File: src/hdl/tkct_pkg.sv
// shared types, constants and helpers for the top-k count tracker
package tkct_pkg;

  localparam int KEY_W  = 62;
  localparam int CNT_W  = 32;
  localparam int TOT_W  = 48;
  localparam int RANK_W = 4;
  localparam int OP_W   = 2;
  localparam int CFG_W  = 5;

  localparam int TOP_SLOTS_DEF = 16;
  localparam int KMER_LEN_DEF  = 31;

  localparam int IN_DATA_W  = 96;
  localparam int OUT_DATA_W = 152;
  localparam int APB_AW     = 3;
  localparam int APB_DW     = 32;

  localparam logic [CFG_W-1:0] TOP_ENTRIES_RST = 5'd16;
  // word index taken from paddr[2]
  localparam logic REG_TOP_ENTRIES = 1'b0;

  typedef enum logic [OP_W-1:0] {
    OP_OFFER   = 2'd0,
    OP_READOUT = 2'd1,
    OP_CLEAR   = 2'd2
  } op_t;

  typedef struct packed {
    logic capture;
    logic offer;
    logic clear;
    logic rd_step;
  } cmd_t;

  typedef struct packed {
    op_t  op;
    logic out_free;
    logic rd_last;
  } stat_t;

  // number of slots in use: zero acts as one, values past the list size saturate
  function automatic int active_count(input logic [CFG_W-1:0] v, input int slots);
    int n;
    n = int'(v);
    if (n < 1) n = 1;
    if (n > slots) n = slots;
    return n;
  endfunction

endpackage

File: src/hdl/tkct_ctrl.sv
// controller state machine for the top-k count tracker
module tkct_ctrl (
  input  logic            clk,
  input  logic            rst_n,
  input  logic            in_valid_i,
  output logic            in_ready_o,
  input  tkct_pkg::stat_t stat_i,
  output tkct_pkg::cmd_t  cmd_o
);

  typedef enum logic [2:0] {
    S_IDLE = 3'b001,
    S_EXEC = 3'b010,
    S_READ = 3'b100
  } state_t;

  state_t state_r, state_nxt;

  always_comb begin
    cmd_o      = '0;
    in_ready_o = 1'b0;
    state_nxt  = state_r;
    unique case (state_r)
      S_IDLE: begin
        in_ready_o = 1'b1;
        if (in_valid_i) begin
          cmd_o.capture = 1'b1;
          state_nxt     = S_EXEC;
        end
      end
      S_EXEC: begin
        unique case (stat_i.op)
          tkct_pkg::OP_OFFER: begin
            cmd_o.offer = 1'b1;
            state_nxt   = S_IDLE;
          end
          tkct_pkg::OP_CLEAR: begin
            cmd_o.clear = 1'b1;
            state_nxt   = S_IDLE;
          end
          tkct_pkg::OP_READOUT: begin
            state_nxt = S_READ;
          end
          default: begin
            state_nxt = S_IDLE;
          end
        endcase
      end
      S_READ: begin
        if (stat_i.out_free) begin
          cmd_o.rd_step = 1'b1;
          if (stat_i.rd_last) state_nxt = S_IDLE;
        end
      end
      default: begin
        state_nxt = S_IDLE;
      end
    endcase
  end

  always_ff @(posedge clk) begin
    if (!rst_n) begin
      state_r <= S_IDLE;
    end else begin
      state_r <= state_nxt;
    end
  end

endmodule

File: config.mk
export PLATFORM = sky130hd
export DESIGN_NAME = tkct_ctrl
export DESIGN_NICKNAME = d
export VERILOG_FILES = /design/src/hdl/tkct_pkg.sv /design/src/hdl/tkct_ctrl.sv
export SDC_FILE = /design/constraint.sdc
export NUM_CORES = 1
export LEC_CHECK = 0
export BUFFER_PORTS_ARGS = -buffer_cell sky130_fd_sc_hd__buf_2
export CAP_MARGIN = 20
export CORE_AREA = 2 2 39 41
export DETAILED_ROUTE_END_ITERATION = 8
export DIE_AREA = 0 0 41 43
export RECOVER_POWER = 50
export SETUP_SLACK_MARGIN = 0.1
export SYNTH_ARGS = -nofsm -noshare
export SYNTH_HDL_FRONTEND = slang
export SYNTH_SLANG_ARGS = --single-unit
export TNS_END_PERCENT = 20
File: constraint.sdc
create_clock -name clk -period 1.95 [get_ports clk]
set_clock_uncertainty 0.05 [all_clocks]
set_input_delay 0.0975 -clock clk [delete_from_list [all_inputs] [get_ports clk]]
set_output_delay 0.0975 -clock clk [all_outputs]
set_load 0.02 [all_outputs]
==> impl_metrics.yaml, run 1 <==
floorplan:
  coreArea_um2: 1380
  start_util_pct: 11.4
  dieArea_um2: 1760
  die_h_um: 43
  rows: 14
  die_w_um: 41
  ios: 12
clock_network:
  cts_setup_buffers: 0
  clk_pin_slew_worst_paths_ns: 0.04
  h-tree-depth: 1
  cts_resized: 0
  clock_path_buffers: 2
  cts_hold_buffers: 0
  clk_latency_ns: 0.23
  cts_sinks: 3
  cts_tree: "built"
  numCtsBuffers: 3
  root_buffer: "clkbuf_4"
worst_setup_path:
  path_buf_inv: 1
  r2r_slack_ns: 0.63
  path_max_fanout: 4
  worstPathCellList: "or3b_1, nor3b_1, buf_2"
  critPathTopFamily: "simple AND/OR/NAND/NOR gates"
  slowest_stage: "or3b_1"
  crit_type: "reg -> out"
  worstPathArrival_ns: 1.37
  crit_path_max_incr_delay_ns: 0.41
  critPathCaptureType: "output port"
  cp.required_ns: 1.80
  cp-start-kind: "flip-flop"
logic_synthesis:
  synthTopCellsByArea: "dfxtp_1, nor3b_1, nor3b_2"
  yosysSeqAreaShare_pct: 38.1
  synth_area_per_cell_um2: 9.85
  synthesis.instances: 16
  ys_warn_count: 0
  synthDistinctLibCells: 13
  netlist_area_um2: 158
  ys_seq_elements: 3
  synth_top_area_cell: "dfxtp_1"
  synth.top_cell.area_share_pct: 38.1
  synth_fp_nets: 23
drt:
  vias_per_cell: 3.83
  wl_per_cell_um: 7.87
  drt_iter0_drc: 5
  met2WireLength_um: 160
  vias: 180
  drt_pass1_iterations: 2
  dr.max_layer_used: "met3"
  ant_nets: 0
  wl_met1_um: 152
  drcViolationCount: 0
  drt-total-wl_um: 370
  dr_wl_met3_um: 57
finish:
  final_cell_mix: "buf_2, clkbuf_4, dfxtp_1"
  syn2layout_area_growth_pct: 63.5
  top_register: "state_r"
  fin_area_um2: 258
  final_cells: 47
  layout_commonest_cell: "buf_2"
  largestRegisters: "state_r x3"
  layout.nets: 39
  largest_reg_flops: 3
  antennaDiodeCount: 0
  drive_gt1_share_pct: 45.2
outcome:
  status: "complete, no violations"
sta:
  finalMaxSlewViolations: 0
  hold_viol_final: 0
  rsz0062_at_grt: "false"
  period_minus_slack_ns: 1.52
  fin_ws_ns: 0.429
  final.setup.tns_ns: 0
  max-slew-margin-rel_pct: 61.5
  fin_crit_sh_pct: 78.0
  tightest_slew_ns: 0.563
  setup_viol: 0
  fmax_mhz: 658
power_and_ir_drop:
  leakage_nw: 0.106
  power_mw: 0.209
  vdd_drop_max_uv: 215
  powerDensity_nw_per_um2: 812
global_route:
  grt_antenna_before_repair: 0
  grt_start_max_net_pins: 6
  grt_pass1_vias: 173
  grt_first_pass_wirelength_um: 614
  grt.overflow.total: 0
  track_usage_pct: 5.51
placed_design:
  gp_congestion: 0.655
  place_inst: 43
  place_area_um2: 233
  port_buffers: 11
  post-place-ws_ns: 0.661
run:
  drv_cap: 0
worst_hold_path:
  holdCritPathClass: "in -> reg"
-- worst reg2reg max path, stage by stage (launching register included) --
cell and delay (ns):
dfxtp_1 0.34, inv_1 0.06, a2111oi_0 0.51, o311ai_0 0.21
-- cell families (layout without fill, tap and decap cells) --
| kind of cell | after synthesis | after routing | synth area share, % |
|---|---|---|---|
| buffers and inverters | 1 | 16 | 2.38 |
| AOI/OAI and AO/OA | 3 | 3 | 15.9 |
| DFF | 3 | 3 | 38.1 |
| and+or+nand+nor | 9 | 9 | 43.7 |
-- cells in the mapped netlist --
| master | number |
|---|---|
| nor3_1 | 1 |
| inv_1 | 1 |
| dfxtp_1 | 3 |
| nand2b_1 | 1 |
| nor3b_1 | 2 |
| nor4b_1 | 1 |
| and3_1 | 1 |
| or3b_1 | 1 |
| o311ai_1 | 1 |
| and2_1 | 1 |
| nor3b_2 | 1 |
| a2111oi_0 | 1 |
| o21a_1 | 1 |
-- worst paths after layout --
path / from / endpoint / depth (start not counted)
setup / recovery: state_r[1] / cmd_o[1] / 3
hold / removal: rst_n / state_r[0] / 2
setup reg to reg: state_r[2] / state_r[0] / 3
hold reg to reg: state_r[2] / state_r[1] / 2
-- per-stage QoR --
stage	hold slack, ns	util (%)
after CTS	0.0148	18.7
after detailed placement	0.258	16.8
final	0.0422	18.6
after global routing	0.0563	18.6
after floorplan	0.126	-
after global placement	0.253	16.8
-- layout make-up --
type,count,area [µm²]
fill,161,1130
multi-input combinational,12,93.8
sequential,3,60.1
timing repair buffer,11,53.8
clock buffer,4,26.3
tap,16,20.0
inverter,1,3.75
-- power breakdown --
| group | internal [mW] | switching, mW | leakage [nW] |
|---|---|---|---|
| Sequential | 0.0658 | 0.00330 | 0.0246 |
| Clock | 0.0766 | 0.0304 | 0.0150 |
| Combinational | 0.0150 | 0.0183 | 0.0661 |
-- routing by layer --
layer | GRT usage [%] | vias to the layer above
met5 | 0 | -
met4 | 8.00 | 0
met3 | 2.09 | 0
met2 | 5.63 | 8
met1 | 6.71 | 79
li1 | - | 93
Power figures use the tool's default switching activity.
==> run 2, diff against run 1 <==
- clock period: 1.95 -> 1.4 ns (I/O delays scaled with it)
==> impl_metrics.yaml, run 2 (synthesis gave the netlist of run 1 again) <==
sta:
  fmax_mhz: 715
  hold_ws_ns: 0.0307
  fin_ws_ns: 0.00235
  setup_viol: 0
  max-slew-margin-rel_pct: 75.2
  hold_viol_final: 0
  period_minus_slack_ns: 1.40
  tightest_slew_ns: 0.363
  finalMaxSlewViolations: 0
  fin_crit_sh_pct: 99.8
  final.setup.tns_ns: 0
  rsz0062_at_grt: "true"
clock_network:
  cts_tree: "built"
  h-tree-depth: 1
  clk_pin_slew_worst_paths_ns: 0.04
  root_buffer: "clkbuf_4"
  clock_path_buffers: 2
  clk_latency_ns: 0.23
  numCtsBuffers: 3
  cts_sinks: 3
power_and_ir_drop:
  pwr-share-comb_pct: 19.6
  leakage_nw: 0.142
  power_mw: 0.312
  power.share.sequential_pct: 31.5
  powerDensity_nw_per_um2: 943
  p_sw_share_pct: 26.2
  internal_power_mw: 0.230
  switchingPower_mw: 0.0815
  clock_power_share_pct: 48.9
  vdd_drop_max_uv: 283
outcome:
  status: "complete, no violations"
finish:
  syn2layout_area_growth_pct: 110
  final_cells: 51
  fin_area_um2: 330
  antennaDiodeCount: 0
  fill_cells: 149
  largest_reg_flops: 3
  drive_gt1_share_pct: 74.3
  final_cell_mix: "buf_2, buf_4, clkbuf_4, dfxtp_2, nor3b_2"
  largestRegisters: "state_r x3"
  final_util_pct: 23.9
  top_register: "state_r"
  layout.nets: 43
  layout_commonest_cell: "buf_2"
worst_setup_path:
  crit_start: "state_r[1]"
  r2r-end: "state_r[0]"
  r2r_slack_ns: 0.05
  critPathCaptureType: "output port"
  cp.required_ns: 1.28
  rr_worst_depth: 4
  worstPathArrival_ns: 1.28
  endpoint: "cmd_o[1]"
  cp-start-kind: "flip-flop"
  reg2reg_from: "state_r[1]"
  path_max_fanout: 3
  crit_type: "reg -> out"
global_route:
  grt_pass1_vias: 189
  grt_start_max_net_pins: 6
  grt_antenna_before_repair: 0
  track_usage_pct: 7.33
  grt.overflow.total: 0
  grt_first_pass_wirelength_um: 745
floorplan:
  coreArea_um2: 1380
  ios: 12
  die_h_um: 43
  dieArea_um2: 1760
  start_util_pct: 11.4
  die_w_um: 41
  rows: 14
drt:
  drt_pass1_iterations: 3
  drt_iter0_drc: 2
  drcViolationCount: 0
  ant_nets: 0
  vias: 195
  vias_per_cell: 3.82
  wl_per_cell_um: 9.04
  drt-total-wl_um: 461
worst_hold_path:
  holdCritPathClass: "in -> reg"
placed_design:
  place_area_um2: 245
  place_inst: 44
  port_buffers: 11
  hpwl_um: 336
  post-place-ws_ns: 0.114
  gp_congestion: 0.707
run:
  drv_cap: 0
==> run 2: power groups by stage <==
stage | sequential [mW] | clock, mW | combinational (mW)
after detailed placement | 0.0977 | 0 | 0.0494
after CTS | 0.0979 | 0.165 | 0.0590
final | 0.0981 | 0.152 | 0.0612
after global routing | 0.0984 | 0.181 | 0.0670
after floorplan | 0.0965 | 0 | 0.0290
after global placement | 0.0977 | 0 | 0.0483
==> run 2: area by class of cell <==
type	count	area (µm²)	share of cell area, %
timing repair buffer	15	92.6	28.0
multi-input combinational	12	124	37.5
tap	16	20.0	6.06
inverter	1	3.75	1.14
sequential	3	63.8	19.3
clock buffer	4	26.3	7.95
==> run 2: how the worst min path moves through the flow <==
stage / startpoint / end / slack, ns / cells past startpoint
global route: in_valid_i / state_r[1] / 0.03 / 2
finish: in_valid_i / state_r[1] / 0.03 / 2
floorplan: rst_n / state_r[0] / 0.1 / 1
CTS: in_valid_i / state_r[1] / 0.02 / 2
global placement: rst_n / state_r[0] / 0.23 / 2
detailed placement: rst_n / state_r[0] / 0.23 / 2
==> run 2: critical path, cell delays in order, from the launching register on <==
cell and delay [ns]:
dfxtp_2 0.33, or3b_4 0.40, nor3b_2 0.16, buf_4 0.16
==> run 2: what timing repair did <==
item                                    in CTS  in global routing
setup buffers                                2                  0
resized for setup                            7                  3
endpoints found under the hold margin        1                  0
pin swaps                                    4                  3
endpoints found under the setup margin       4                  6
hold buffers                                 1                  0
==> run 2: metal layers <==
layer / vias up / wire [µm] / GRT usage [%]
met1: 87 / 216 / 7.07
met4: 0 / 0 / 8.00
met5: - / 0 / 0
li1: 100 / - / -
met2: 8 / 210 / 8.44
met3: 0 / 34 / 6.28
==> run 3, diff against run 2 <==
- PLACE_DENSITY: not set -> 0.4
==> impl_metrics.yaml, run 3 (synthesis gave the netlist of run 1 again) <==
sta:
  fmax_mhz: 704
  rsz0062_at_grt: "true"
  period_minus_slack_ns: 1.42
  tightest_slew_ns: 0.485
  setup_viol: 2
  fin_ws_ns: -0.0211
  max-slew-margin-rel_pct: 67.6
  finalMaxSlewViolations: 0
  final.setup.tns_ns: -0.0246
  fin_crit_sh_pct: 102
  hold_viol_final: 0
placed_design:
  port_buffers: 11
  hpwl_um: 344
  post-place-ws_ns: 0.0670
  place_area_um2: 238
  gp_congestion: 0.653
global_route:
  grt.overflow.total: 0
  grt_pass1_vias: 220
  grt_antenna_before_repair: 0
  grt_first_pass_wirelength_um: 841
  track_usage_pct: 7.62
  grt_start_max_net_pins: 6
floorplan:
  dieArea_um2: 1760
  die_h_um: 43
  coreArea_um2: 1380
  die_w_um: 41
  start_util_pct: 11.4
  ios: 12
  rows: 14
worst_hold_path:
  holdCritPathClass: "in -> reg"
  holdPathStages: 2
power_and_ir_drop:
  power_mw: 0.306
  vdd_drop_max_uv: 376
  powerDensity_nw_per_um2: 1010
  leakage_nw: 0.128
clock_network:
  cts_sinks: 3
  cts_tree: "built"
  clock_path_buffers: 2
  clk_latency_ns: 0.23
  clk_pin_slew_worst_paths_ns: 0.04
  root_buffer: "clkbuf_4"
  numCtsBuffers: 3
  h-tree-depth: 1
finish:
  drive_gt1_share_pct: 66.7
  largest_reg_flops: 3
  largestRegisters: "state_r x3"
  layout_commonest_cell: "buf_2"
  layout.nets: 41
  final_cell_mix: "buf_2, nor3b_2, clkbuf_4, buf_4, dfxtp_2"
  fin_area_um2: 303
  syn2layout_area_growth_pct: 92.1
  antennaDiodeCount: 0
  top_register: "state_r"
outcome:
  violations: "setup timing"
  status: "finished with violations"
worst_setup_path:
  path_max_fanout: 3
  cp-start-kind: "flip-flop"
  critPathCaptureType: "output port"
  cp.required_ns: 1.28
  rr_worst_depth: 3
  crit_type: "reg -> out"
  worstPathArrival_ns: 1.30
run:
  drv_cap: 0
drt:
  drt_iter0_drc: 4
  vias_per_cell: 3.98
  vias: 195
  wl_per_cell_um: 9.57
  drt_pass1_iterations: 3
  drt-total-wl_um: 469
  ant_nets: 0
  drcViolationCount: 0
run 3: layer usage:
layer  vias to the layer above  share of wire, %  track usage [%]
met1                        88                47             8.01
met2                        12                38             9.38
li1                         95                 -                -
met3                         0                14             6.28
met5                         -                 0                0
met4                         0                 0             6.00
run 3: critical path, stage by stage (launching register included):
cell and delay, ns:
dfxtp_2 0.32, or3b_4 0.42, nor3b_2 0.17, buf_4 0.16
run 3: worst paths after layout:
kind	from	endpoint	slack, ns
max	state_r[2]	cmd_o[1]	-0.02
min	in_valid_i	state_r[1]	0.04
max reg2reg	state_r[2]	state_r[0]	0.14
min reg2reg	state_r[2]	state_r[1]	0.57
run 3: final cells by class:
type                    instances  area [µm²]
clock buffers                   4        26.3
repair buffers                 13        77.6
fillers                       156        1080
multi-input cells              12         113
well taps                      16        20.0
inverters                       1        3.75
flip-flops and latches          3        62.6
run 3: what timing repair did:
item	CTS	global route
hold endpoints to repair	1	0
setup endpoints to repair	4	6
pin swaps	2	0
hold buffers	1	0
gates resized for setup	8	0
gates cloned	0	0
setup buffers	1	0
run 3: power breakdown:
group / leakage, nW / switching, mW / internal, mW
registers: 0.0255 / 0.00378 / 0.0920
logic: 0.0874 / 0.0307 / 0.0285
clock network: 0.0150 / 0.0443 / 0.107
total: 0.128 / 0.0788 / 0.227
run 3: through the flow:
stage               std cells  hold WS [ns]  utilization, %
floorplan                  16        0.0984               -
global placement           43         0.230            17.2
detailed placement         43         0.246            17.2
CTS                        49        0.0260            21.9
global route               49        0.0414            21.9
finish                     49        0.0411            21.9
